## config.mk

```make
export PLATFORM = sky130hd
export DESIGN_NAME = vlc_frame_deframer_loss_counter
export DESIGN_NICKNAME = d
export VERILOG_FILES = /design/src/rtl/core/vfd_pkg.sv /design/src/rtl/core/vfd_front.sv /design/src/rtl/core/vfd_queue.sv /design/src/rtl/core/vfd_back.sv /design/src/rtl/core/vlc_frame_deframer_loss_counter.sv
export SDC_FILE = /design/constraint.sdc
export NUM_CORES = 1
export LEC_CHECK = 0
export ABC_AREA = 0
export BUFFER_PORTS_ARGS = -buffer_cell sky130_fd_sc_hd__buf_4
export CAP_MARGIN = 20
export CORE_ASPECT_RATIO = 0.8
export CORE_MARGIN = 3
export CORE_UTILIZATION = 60
export CTS_CLUSTER_DIAMETER = 80
export CTS_CLUSTER_SIZE = 10
export DETAILED_ROUTE_END_ITERATION = 10
export PLACE_DENSITY = 0.86
export SKIP_CTS_REPAIR_TIMING = 1
export SLEW_MARGIN = 20
export SYNTH_ARGS = -nofsm -noshare
export SYNTH_HDL_FRONTEND = slang
export SYNTH_SLANG_ARGS = --single-unit
```

## constraint.sdc

```tcl
create_clock -name clk -period 7.4 [get_ports clk]
set_input_delay 0.74 -clock clk [delete_from_list [all_inputs] [get_ports clk]]
set_output_delay 0.74 -clock clk [all_outputs]
set_load 0.005 [all_outputs]
```

## src/rtl/core/vfd_pkg.sv

```systemverilog
// ----------------------------------------------------------------------------
// vfd_pkg
// Shared types and constants for the frame deframer and loss counter.
// ----------------------------------------------------------------------------
package vfd_pkg;

  localparam logic [1:0]  ROUTE_NONE   = 2'd0;
  localparam logic [1:0]  ROUTE_STREAM = 2'd1;
  localparam logic [1:0]  ROUTE_TEXT   = 2'd2;

  localparam logic [15:0] SEQ_POS      = 16'd2;

  // Classified byte, passed from the front end to the counter stage
  typedef struct packed {
    logic       is_seq;
    logic       cnt;
    logic [1:0] route;
    logic       tend;
    logic [7:0] data;
  } vfd_op_t;

endpackage

```

## src/rtl/core/vfd_front.sv

```systemverilog
// ----------------------------------------------------------------------------
// vfd_front
// Tracks the byte position within a frame, latches the header fields and
// classifies each byte into a routing/counting operation.
// ----------------------------------------------------------------------------
module vfd_front
  import vfd_pkg::*;
#(
  parameter int HEADER_BYTES  = 5,
  parameter int TRAILER_BYTES = 2
) (
  input  logic        clk,
  input  logic        rst_n,
  input  logic        accept,
  input  logic [7:0]  data_byte,
  input  logic [15:0] frame_length,
  output vfd_op_t     op
);

  localparam logic [15:0] HB  = 16'(HEADER_BYTES);
  localparam logic [15:0] HB1 = 16'(HEADER_BYTES + 1);
  localparam logic [15:0] HB2 = 16'(HEADER_BYTES + 2);
  localparam logic [15:0] HB3 = 16'(HEADER_BYTES + 3);
  localparam logic [15:0] TB  = 16'(TRAILER_BYTES);

  logic [15:0]        pos_r, pos_nxt;
  logic [15:0]        bl_r, bl_nxt;
  logic [1:0]         ver_r, ver_nxt;
  logic               voice_r, voice_nxt;
  logic [15:0]        tl_r, tl_nxt;
  logic [16:0]        pos_inc;
  logic [15:0]        offset;
  logic signed [17:0] split;
  logic signed [17:0] pos_s;

  assign pos_inc = {1'b0, pos_r} + 17'd1;
  assign offset  = pos_r - HB3;
  assign split   = $signed({2'b00, bl_r}) - $signed({2'b00, tl_r});
  assign pos_s   = $signed({2'b00, pos_r});

  always_comb begin
    pos_nxt   = pos_r;
    bl_nxt    = bl_r;
    ver_nxt   = ver_r;
    voice_nxt = voice_r;
    tl_nxt    = tl_r;
    op        = '0;
    op.data   = data_byte;
    if (accept) begin
      if (pos_r < HB) begin
        if (pos_r == 16'd0) begin
          bl_nxt = frame_length - TB;
        end
        if (pos_r == SEQ_POS) begin
          op.is_seq = 1'b1;
        end
      end else if (pos_r == HB) begin
        tl_nxt    = 16'd0;
        ver_nxt   = data_byte[1:0];
        voice_nxt = data_byte[2];
        op.cnt    = 1'b1;
      end else begin
        op.cnt = 1'b1;
        if (ver_r == 2'd0) begin
          if (pos_r == HB1) begin
            tl_nxt = tl_r | {8'h00, data_byte};
          end else if (pos_r == HB2) begin
            tl_nxt = tl_r | {data_byte, 8'h00};
          end else if (voice_r) begin
            if (pos_s < split) begin
              op.route = ROUTE_STREAM;
            end else begin
              op.route = ROUTE_TEXT;
              op.tend  = (pos_inc == {1'b0, bl_r});
            end
          end else if (tl_r != 16'd0) begin
            if (offset < tl_r) begin
              op.route = ROUTE_TEXT;
            end else if (offset == tl_r) begin
              op.tend = 1'b1;
            end
          end
        end
      end
      pos_nxt = (pos_inc >= {1'b0, bl_nxt}) ? 16'd0 : pos_inc[15:0];
    end
  end

  always_ff @(posedge clk) begin
    if (!rst_n) begin
      pos_r   <= '0;
      ver_r   <= '0;
      voice_r <= 1'b0;
      tl_r    <= '0;
    end else begin
      pos_r   <= pos_nxt;
      ver_r   <= ver_nxt;
      voice_r <= voice_nxt;
      tl_r    <= tl_nxt;
    end
  end

  always_ff @(posedge clk) begin
    bl_r <= bl_nxt;
  end

  a_tend_not_stream: assert property (@(posedge clk) disable iff (!rst_n)
    (accept && op.tend) |-> (op.route != ROUTE_STREAM))
    else $error("text end flagged on a stream byte");

  a_seq_no_route: assert property (@(posedge clk) disable iff (!rst_n)
    (accept && op.is_seq) |-> (op.route == ROUTE_NONE && !op.cnt))
    else $error("sequence byte also routed or counted");

endmodule

```

## src/rtl/core/vfd_queue.sv

```systemverilog
// ----------------------------------------------------------------------------
// vfd_queue
// Short queue of classified operations between front end and counter stage.
// ----------------------------------------------------------------------------
module vfd_queue
  import vfd_pkg::*;
#(
  parameter int DEPTH = 2
) (
  input  logic    clk,
  input  logic    rst_n,
  input  logic    wr_en,
  input  vfd_op_t wr_op,
  output logic    full,
  input  logic    rd_en,
  output vfd_op_t rd_op,
  output logic    rd_valid
);

  localparam int PTR_W = (DEPTH > 1) ? $clog2(DEPTH) : 1;
  localparam int CNT_W = $clog2(DEPTH + 1);
  localparam logic [PTR_W-1:0] PTR_LAST = PTR_W'(DEPTH - 1);
  localparam logic [CNT_W-1:0] CNT_FULL = CNT_W'(DEPTH);

  vfd_op_t          mem [DEPTH];
  logic [PTR_W-1:0] wr_ptr_r, wr_ptr_nxt;
  logic [PTR_W-1:0] rd_ptr_r, rd_ptr_nxt;
  logic [CNT_W-1:0] count_r, count_nxt;

  assign full     = (count_r == CNT_FULL);
  assign rd_valid = (count_r != '0);
  assign rd_op    = mem[rd_ptr_r];

  always_comb begin
    wr_ptr_nxt = wr_ptr_r;
    rd_ptr_nxt = rd_ptr_r;
    count_nxt  = count_r;
    if (wr_en) begin
      wr_ptr_nxt = (wr_ptr_r == PTR_LAST) ? '0 : wr_ptr_r + 1'b1;
    end
    if (rd_en) begin
      rd_ptr_nxt = (rd_ptr_r == PTR_LAST) ? '0 : rd_ptr_r + 1'b1;
    end
    if (wr_en && !rd_en) begin
      count_nxt = count_r + 1'b1;
    end else if (!wr_en && rd_en) begin
      count_nxt = count_r - 1'b1;
    end
  end

  always_ff @(posedge clk) begin
    if (!rst_n) begin
      wr_ptr_r <= '0;
      rd_ptr_r <= '0;
      count_r  <= '0;
    end else begin
      wr_ptr_r <= wr_ptr_nxt;
      rd_ptr_r <= rd_ptr_nxt;
      count_r  <= count_nxt;
    end
  end

  always_ff @(posedge clk) begin
    if (wr_en) begin
      mem[wr_ptr_r] <= wr_op;
    end
  end

  a_no_overflow: assert property (@(posedge clk) disable iff (!rst_n)
    wr_en |-> !full)
    else $error("write into full queue");

  a_no_underflow: assert property (@(posedge clk) disable iff (!rst_n)
    rd_en |-> rd_valid)
    else $error("read from empty queue");

  a_count_range: assert property (@(posedge clk) disable iff (!rst_n)
    count_r <= CNT_FULL)
    else $error("queue count out of range");

endmodule

```

## src/rtl/core/vfd_back.sv

```systemverilog
// ----------------------------------------------------------------------------
// vfd_back
// Applies classified operations: sequence gap loss counting, payload byte
// count, and the result register.
// ----------------------------------------------------------------------------
module vfd_back
  import vfd_pkg::*;
(
  input  logic        clk,
  input  logic        rst_n,
  input  logic        q_valid,
  input  vfd_op_t     q_op,
  output logic        q_rd,
  output logic        out_valid,
  input  logic        out_take,
  output logic [1:0]  route,
  output logic [7:0]  obyte,
  output logic        text_end,
  output logic        counts_updated,
  output logic [31:0] lost_frames,
  output logic [31:0] total_frames,
  output logic [31:0] payload_byte_count
);

  logic        valid_r;
  logic [1:0]  route_r;
  logic [7:0]  byte_r;
  logic        tend_r;
  logic        upd_r, upd_nxt;
  logic [7:0]  last_r, last_nxt;
  logic        seen_r, seen_nxt;
  logic [31:0] lost_r, lost_nxt;
  logic [31:0] total_r, total_nxt;
  logic [31:0] cnt_r, cnt_nxt;
  logic [7:0]  gap;
  logic [8:0]  gap_p1;
  logic [32:0] lost_sum;
  logic [32:0] total_sum;
  logic [31:0] lost_sat;
  logic [31:0] total_sat;

  assign q_rd      = q_valid && (!valid_r || out_take);
  assign gap       = q_op.data - last_r - 8'd1;
  assign gap_p1    = {1'b0, gap} + 9'd1;
  assign lost_sum  = {1'b0, lost_r} + {25'd0, gap};
  assign total_sum = {1'b0, total_r} + {24'd0, gap_p1};
  assign lost_sat  = lost_sum[32] ? 32'hFFFF_FFFF : lost_sum[31:0];
  assign total_sat = total_sum[32] ? 32'hFFFF_FFFF : total_sum[31:0];

  always_comb begin
    last_nxt  = last_r;
    seen_nxt  = seen_r;
    lost_nxt  = lost_r;
    total_nxt = total_r;
    cnt_nxt   = cnt_r;
    upd_nxt   = 1'b0;
    if (q_rd) begin
      if (q_op.is_seq) begin
        if (seen_r) begin
          lost_nxt  = lost_sat;
          total_nxt = total_sat;
          upd_nxt   = (lost_sat != lost_r) || (total_sat != total_r);
        end
        seen_nxt = 1'b1;
        last_nxt = q_op.data;
      end
      if (q_op.cnt) begin
        cnt_nxt = cnt_r + 32'd1;
      end
    end
  end

  always_ff @(posedge clk) begin
    if (!rst_n) begin
      valid_r <= 1'b0;
      last_r  <= '0;
      seen_r  <= 1'b0;
      lost_r  <= '0;
      total_r <= '0;
      cnt_r   <= '0;
    end else begin
      if (q_rd) begin
        valid_r <= 1'b1;
      end else if (out_take) begin
        valid_r <= 1'b0;
      end
      last_r  <= last_nxt;
      seen_r  <= seen_nxt;
      lost_r  <= lost_nxt;
      total_r <= total_nxt;
      cnt_r   <= cnt_nxt;
    end
  end

  always_ff @(posedge clk) begin
    if (q_rd) begin
      route_r <= q_op.route;
      byte_r  <= (q_op.route != ROUTE_NONE) ? q_op.data : 8'h00;
      tend_r  <= q_op.tend;
      upd_r   <= upd_nxt;
    end
  end

  assign out_valid          = valid_r;
  assign route              = route_r;
  assign obyte              = byte_r;
  assign text_end           = tend_r;
  assign counts_updated     = upd_r;
  assign lost_frames        = lost_r;
  assign total_frames       = total_r;
  assign payload_byte_count = cnt_r;

  a_lost_le_total: assert property (@(posedge clk) disable iff (!rst_n)
    lost_r <= total_r)
    else $error("lost frame count exceeds total");

  a_upd_total_nz: assert property (@(posedge clk) disable iff (!rst_n)
    (valid_r && upd_r) |-> (total_r != 32'd0))
    else $error("counter update with zero total");

  a_idle_byte_zero: assert property (@(posedge clk) disable iff (!rst_n)
    (valid_r && route_r == ROUTE_NONE) |-> (byte_r == 8'h00))
    else $error("unrouted result carries a byte");

endmodule

```

## src/rtl/core/vlc_frame_deframer_loss_counter.sv

```systemverilog
// ----------------------------------------------------------------------------
// vlc_frame_deframer_loss_counter
// Frame deframer: routes body bytes to stream or text, counts lost frames
// from sequence gaps and counts payload bytes.
// ----------------------------------------------------------------------------
//  channel  | handshake          | payload
//  ---------+--------------------+----------------------------------------------
//  input    | push / full        | in_data_byte, in_frame_length
//  result   | pop / empty        | out_route, out_out_byte, out_text_end,
//           |                    | out_counts_updated, out_lost_frames,
//           |                    | out_total_frames, out_payload_byte_count
//
//  One result per byte, one byte per cycle sustained while pop keeps up.
//  Path from push to result: classified into the queue, then counted into the result register.
//  The 32-bit saturating adds in the counter stage set the cycle time.
//  Reset is synchronous; no clearing pass.
//  A stalled result side fills the queue and then raises full.
// ----------------------------------------------------------------------------
module vlc_frame_deframer_loss_counter
  import vfd_pkg::*;
#(
  parameter int HEADER_BYTES  = 5,
  parameter int TRAILER_BYTES = 2,
  parameter int QUEUE_DEPTH   = 2
) (
  input  logic        clk,
  input  logic        rst_n,
  input  logic        push,
  output logic        full,
  input  logic [7:0]  in_data_byte,
  input  logic [15:0] in_frame_length,
  output logic        empty,
  input  logic        pop,
  output logic [1:0]  out_route,
  output logic [7:0]  out_out_byte,
  output logic        out_text_end,
  output logic        out_counts_updated,
  output logic [31:0] out_lost_frames,
  output logic [31:0] out_total_frames,
  output logic [31:0] out_payload_byte_count
);

  logic    accept;
  logic    q_full;
  logic    q_rd;
  logic    q_valid;
  logic    res_valid;
  vfd_op_t front_op;
  vfd_op_t q_op;

  assign full   = q_full;
  assign accept = push && !q_full;
  assign empty  = !res_valid;

  vfd_front #(
    .HEADER_BYTES  (HEADER_BYTES),
    .TRAILER_BYTES (TRAILER_BYTES)
  ) u_front (
    .clk          (clk),
    .rst_n        (rst_n),
    .accept       (accept),
    .data_byte    (in_data_byte),
    .frame_length (in_frame_length),
    .op           (front_op)
  );

  vfd_queue #(
    .DEPTH (QUEUE_DEPTH)
  ) u_queue (
    .clk      (clk),
    .rst_n    (rst_n),
    .wr_en    (accept),
    .wr_op    (front_op),
    .full     (q_full),
    .rd_en    (q_rd),
    .rd_op    (q_op),
    .rd_valid (q_valid)
  );

  vfd_back u_back (
    .clk                (clk),
    .rst_n              (rst_n),
    .q_valid            (q_valid),
    .q_op               (q_op),
    .q_rd               (q_rd),
    .out_valid          (res_valid),
    .out_take           (pop),
    .route              (out_route),
    .obyte              (out_out_byte),
    .text_end           (out_text_end),
    .counts_updated     (out_counts_updated),
    .lost_frames        (out_lost_frames),
    .total_frames       (out_total_frames),
    .payload_byte_count (out_payload_byte_count)
  );

endmodule

```

**Word level (Yosys, flattened, before mapping)**

Memory sizes are Yosys's and may differ from the RTL's. A register that Yosys moved wholly into a read port is not among the register bits.
Cells that the tools add are included.
Widths: inputs -> output; s select.

- Flip-flop bits (word level): 173
- Bits in writable memories: 26
- Output and inout port bits: 110
- Word-level logic and storage cells: 109
- Memories kept: 1

Memories:

| name | words | width | rd ports | clocked after Yosys merged registers in | write ports | RTL line | text |
|---|---|---|---|---|---|---|---|
| u_queue.mem | 2 | 13 | 1 | 1 | 1 | vfd_queue.sv:25 | `vfd_op_t mem [DEPTH];` |

- Add/sub/neg operators: 14
- Magnitude comparators: 4
- Equality and inequality tests: 9
- Mux-type cells: 35
- Bitwise gates (word level): 3
- Reductions and logical operators: 25

Operator list:

| cell | count |
|---|---|
| $mux 16 | 8 |
| $mux 32 | 2 |
| $ne 32x32->1 | 2 |
| $eq 16x3->1 const B | 3 |
| $add 32x8->33 | 1 |
| $add 32x9->33 | 1 |
| $add 32x1->32 const B | 1 |
| $lt 17x18->1 | 1 |
| $mux 3 | 6 |
| $add 16x1->17 const B | 1 |
| $eq 17x16->1 | 1 |
| $ge 17x16->1 | 1 |
| $sub 16x16->17 | 1 |
| $eq 16x16->1 | 1 |
| $eq 16x2->1 const B | 1 |
| $logic_not 16->1 | 1 |
| $lt 16x16->1 | 1 |
| $lt 16x3->1 const B | 1 |
| $or 16x16->16 | 1 |
| $or 16x8->16 | 1 |
| $reduce_bool 16->1 | 1 |
| $sub 16x2->16 const B | 1 |
| $sub 16x4->16 const B | 1 |
| $mux 1 | 13 |
| other kinds (20) | 38 |

**Logic depth before layout (Yosys ltp)**

- Word-level depth: 12
- Mapped depth: 23

**By module**

Synthesis repeated with hierarchy kept, for this count alone.

- Cells, all modules: 1472
- Area, all modules: 12921.1 um^2

Modules (own cells, without submodules):

| module | instances | cells an instance | area each (um^2) | sequential area each (um^2) |
|---|---|---|---|---|
| vfd_back | 1 | 757 | 6492.5 | 2482.4 |
| vfd_front | 1 | 651 | 5257.5 | 1181.1 |
| vfd_queue | 1 | 62 | 1153.6 | 880.8 |
| vlc_frame_deframer_loss_counter | 1 | 2 | 17.5 | 0.0 |

**Worst setup path before layout**

Ideal clock, no wire load.

- Kind: reg-to-reg
- From: reg (tool-made name)
- To: reg u_back.upd_r (netlist: u_back.counts_updated), data pin
- Setup time: 0.270 ns
- Arrival time: 4.780 ns
- Data required time: 7.130 ns
- Setup slack: 2.350 ns
- Stages on the path, launching flop included: 23
- Clock period less this slack: 5.050 ns
- Path through: dfxtp_1 -> buf_2 -> clkbuf_1 -> mux2i_1 -> inv_1 -> ha_1 -> fa_1 -> a21oi_1 -> nor2_1 -> nor2_1 -> o21bai_1 -> a21oi_1 -> xnor2_1 -> ha_1 -> a2111oi_0 -> nor3_1 -> o21ai_1 -> a211oi_1 -> nor3b_1 -> a211o_1 -> or4_1 -> nor4_1 -> a311oi_1

RTL lines:

| element | RTL line | text |
|---|---|---|
| end signal, assigned | vfd_back.sv:100 | `upd_r <= upd_nxt;` |
| end, declared | vfd_back.sv:29 | `logic upd_r, upd_nxt;` |

==> summary.txt <==
Global routing
  • Total track usage: 29.0%
  • Initial antenna violation count: 0
  • Vias in the first global route: 10500
  • Total gr overflow: 0
  • First-pass GRT wire length: 53700 um
  • Largest net degree at the start of global routing: 51

Logic synthesis
  • Mapped Nets: 1565
  • Syn Inst Count: 1436
  • Syn_area_per_cell: 8.64 um2
  • Async S/R FF share, synth: 0%
  • Yosys cell types: 76
  • Yosys reg bits: 200
  • Seq/Total Area, Yosys: 36.6%
  • Yosys warns: 0
  • Synthesized area: 12400 um2
  • Main synth FF type: dfxtp_1
  • Number of synthesized flops with an enable pin: 54

Floorplan
  • Initial core utilization: 61.8%
  • Num ports: 138
  • Die W: 167 um
  • Die height: 135 um
  • Core area: 20100 um2
  • Row count: 46
  • Area of the die: 22500 um2

Layout
  • Commonest non-fill, non-tap cell in the layout: nor2_1
  • Number of diodes: 0
  • Layout area overhead: 15.2%
  • Layout Cells excl Fill: 1828
  • Share of layout cells above drive strength 1: 13.8%
  • # nets final: 1680
  • Core Util, Final: 71.2%
  • Fin area: 14300 um2
  • Commonest non-fill, non-tap cells in the layout: nor2_1 (168), dfxtp_1 (146), buf_4 (146)

CTS
  • Worst-skew pair later-pin latency: 0.46 ns
  • Root Buffer: clkbuf_16
  • CTS H-tree depth: 4
  • CTS clk-pin slew, worst paths: 0.08 ns
  • Clk buf depth: 2
  • CTS tree: done
  • Cts bufs inserted: 17
  • Sink Count: 200

Timing
  • Final Max Tran Viols: 0
  • # setup viols final: 0
  • WHS: 0.508 ns
  • Final Cycle Share: 77.2%
  • Slew @ Worst Pin: 0.980 ns
  • Worst rel slew slack: 34.5%
  • Post-route setup slack: 1.69 ns
  • Sum of negative setup slack: 0 ns
  • Clock skew: 0.0131 ns
  • RSZ-0062 raised after global routing: no
  • Final hold vios: 0
  • Fmax: 175 MHz
  • Tmin final: 5.71 ns

Critical path
  • Critical Path AT: 5.90 ns
  • Biggest cell delay along the critical path: 0.77 ns
  • Required @ worst endpoint: 7.58 ns
  • R2R depth: 20
  • CP Max Fanout: 13
  • Crit path max-delay family: compound AO/OA/AOI/OAI gates
  • Crit start category: flip-flop
  • Crit path max-delay cell type: dfxtp_1
  • RR Endpoint: u_back.counts_updated$_SDFFCE_PN0P_
  • CP cell instances: mux2i_1 -> inv_1 -> ha_1 -> fa_1 -> a21oi_1 -> nor2_1 -> nor2_1 -> o21bai_1 -> a21oi_1 -> xnor2_1 -> ha_1 -> a2111oi_0 -> nor3_1 -> o21ai_1 -> a211oi_1 -> nor3b_1 -> a211o_1 -> or4_1 -> nor4_1 -> a311oi_1
  • Critical path endpoint category: flip-flop
  • FF-to-FF setup slack: 1.69 ns
  • Bufs and invs on worst path: 1
  • WS Path Type: reg -> reg

Routing
  • DRT iter0 DRCs: 1243
  • Vias/cell: 6.14
  • Total number of vias: 11200
  • DR top layer: met4
  • ANT nets after route: 0
  • Avg WL per Cell: 18.2 um
  • DRC Markers: 0
  • Routed wl met2: 15400 um
  • Final WL: 33300 um
  • Met1 WL: 14700 um
  • TritonRoute pass-1 iters: 5
  • Met3 wire length: 2410 um

Pwr
  • PwrDens: 293 nW/um2
  • Worst IR Drop VDD: 0.176 mV
  • Total power: 4.19 mW
  • Leakage: 5.77 nW

Placed design
  • Placed Area: 13600 um2
  • Pre-CTS setup slack: 1.86 ns
  • Placer Congestion: 0.949
  • HPWL after detailed placement: 24300 um
  • Cells after DPL: 1795
  • PortBufs: 137

Worst hold path
  • Cells on Worst Hold Path: 2
  • Worst hold start: u_back.last_r[5]$_SDFFE_PN0P_
  • Endpoint, Worst Hold: u_back.last_r[5]$_SDFFE_PN0P_
  • Worst Hold Class: reg -> reg

Job
  • Max-Cap Viols: 0

Run status
  • Outcome: finished, final reports clean
[layout make-up]
class	instances	area (um2)
Inverter	85	319
Sequential cell	200	4540
Multi-Input combinational cell	1101	7360
Fill cell	1544	5790
Clock buffer	20	489
Clock inverter	12	164
Tap cell	264	330
Timing Repair Buffer	146	1100
[layer usage]
metal | vias to the layer above | GRT usage [%]
li1 | 5383 | -
met1 | 5274 | 39.1
met2 | 500 | 47.3
met3 | 69 | 5.77
met4 | 0 | 9.34
met5 | - | 0
[tightest hold or removal path, cell delays in order (launching register included)]
cell and delay, ns:
dfxtp_1 0.32, nor2_1 0.09, a211oi_1 0.05
[cell usage after synthesis (16+ instances only)]
library cell	number	area, um2
nor2_1	170	638
dfxtp_1	146	2920
a21oi_1	102	510
nand2_1	99	372
ha_1	97	1210
inv_1	84	315
o21ai_0	69	345
xnor2_1	68	596
xor2_1	59	517
nand3_1	55	275
edfxtp_1	54	1620
clkbuf_1	42	158
nor3_1	36	180
nand4_1	30	188
and3_1	21	131
a21o_1	18	135
nor4_1	18	113
mux2i_1	17	170
nand2b_1	17	106
a211oi_1	16	120
[state kept, by name (all words and copies together), names as in the netlist, 2 cells and up, named ones only]
register,count
u_queue.count_r,2
u_back.lost_frames,32
u_queue.mem,26
u_back.last_r,8
u_back.route,2
u_front.ver_r,2
u_back.obyte,8
u_front.bl_r,16
u_back.total_frames,32
u_front.tl_r,16
u_front.pos_r,16
u_back.payload_byte_count,32
[kinds of logic (layout without fill, tap and decap cells)]
kind of cell / count (synthesis) / after routing / share of synthesized area, %
and+or+nand+nor: 540 / 540 / 21.9
AOI/OAI and AO/OA: 309 / 309 / 15.8
DFF: 200 / 200 / 36.6
buffers and inverters: 135 / 263 / 4.17
xor gates and xnor gates: 128 / 128 / 9.16
adders and majority gates: 101 / 101 / 10.4
muxes: 23 / 23 / 1.92
[report_power, final]
group / internal, mW / switching, mW
Combinational: 0.750 / 1.03
Sequential: 1.27 / 0.109
Clock: 0.539 / 0.490
Total: 2.56 / 1.63
[how the worst max path moves through the flow]
stage | endpoint | slack, ns | cells after the start
after CTS | u_back.counts_updated$_SDFFCE_PN0P_ | 1.74 | 20
after floorplan | u_back.counts_updated$_SDFFCE_PN0P_ | 2.35 | 22
after detailed placement | u_back.counts_updated$_SDFFCE_PN0P_ | 1.86 | 20
after global routing | u_back.counts_updated$_SDFFCE_PN0P_ | 1.36 | 20
after global placement | u_back.counts_updated$_SDFFCE_PN0P_ | 2.04 | 20
final | u_back.counts_updated$_SDFFCE_PN0P_ | 1.69 | 20
(Power assumes the default switching activity.)
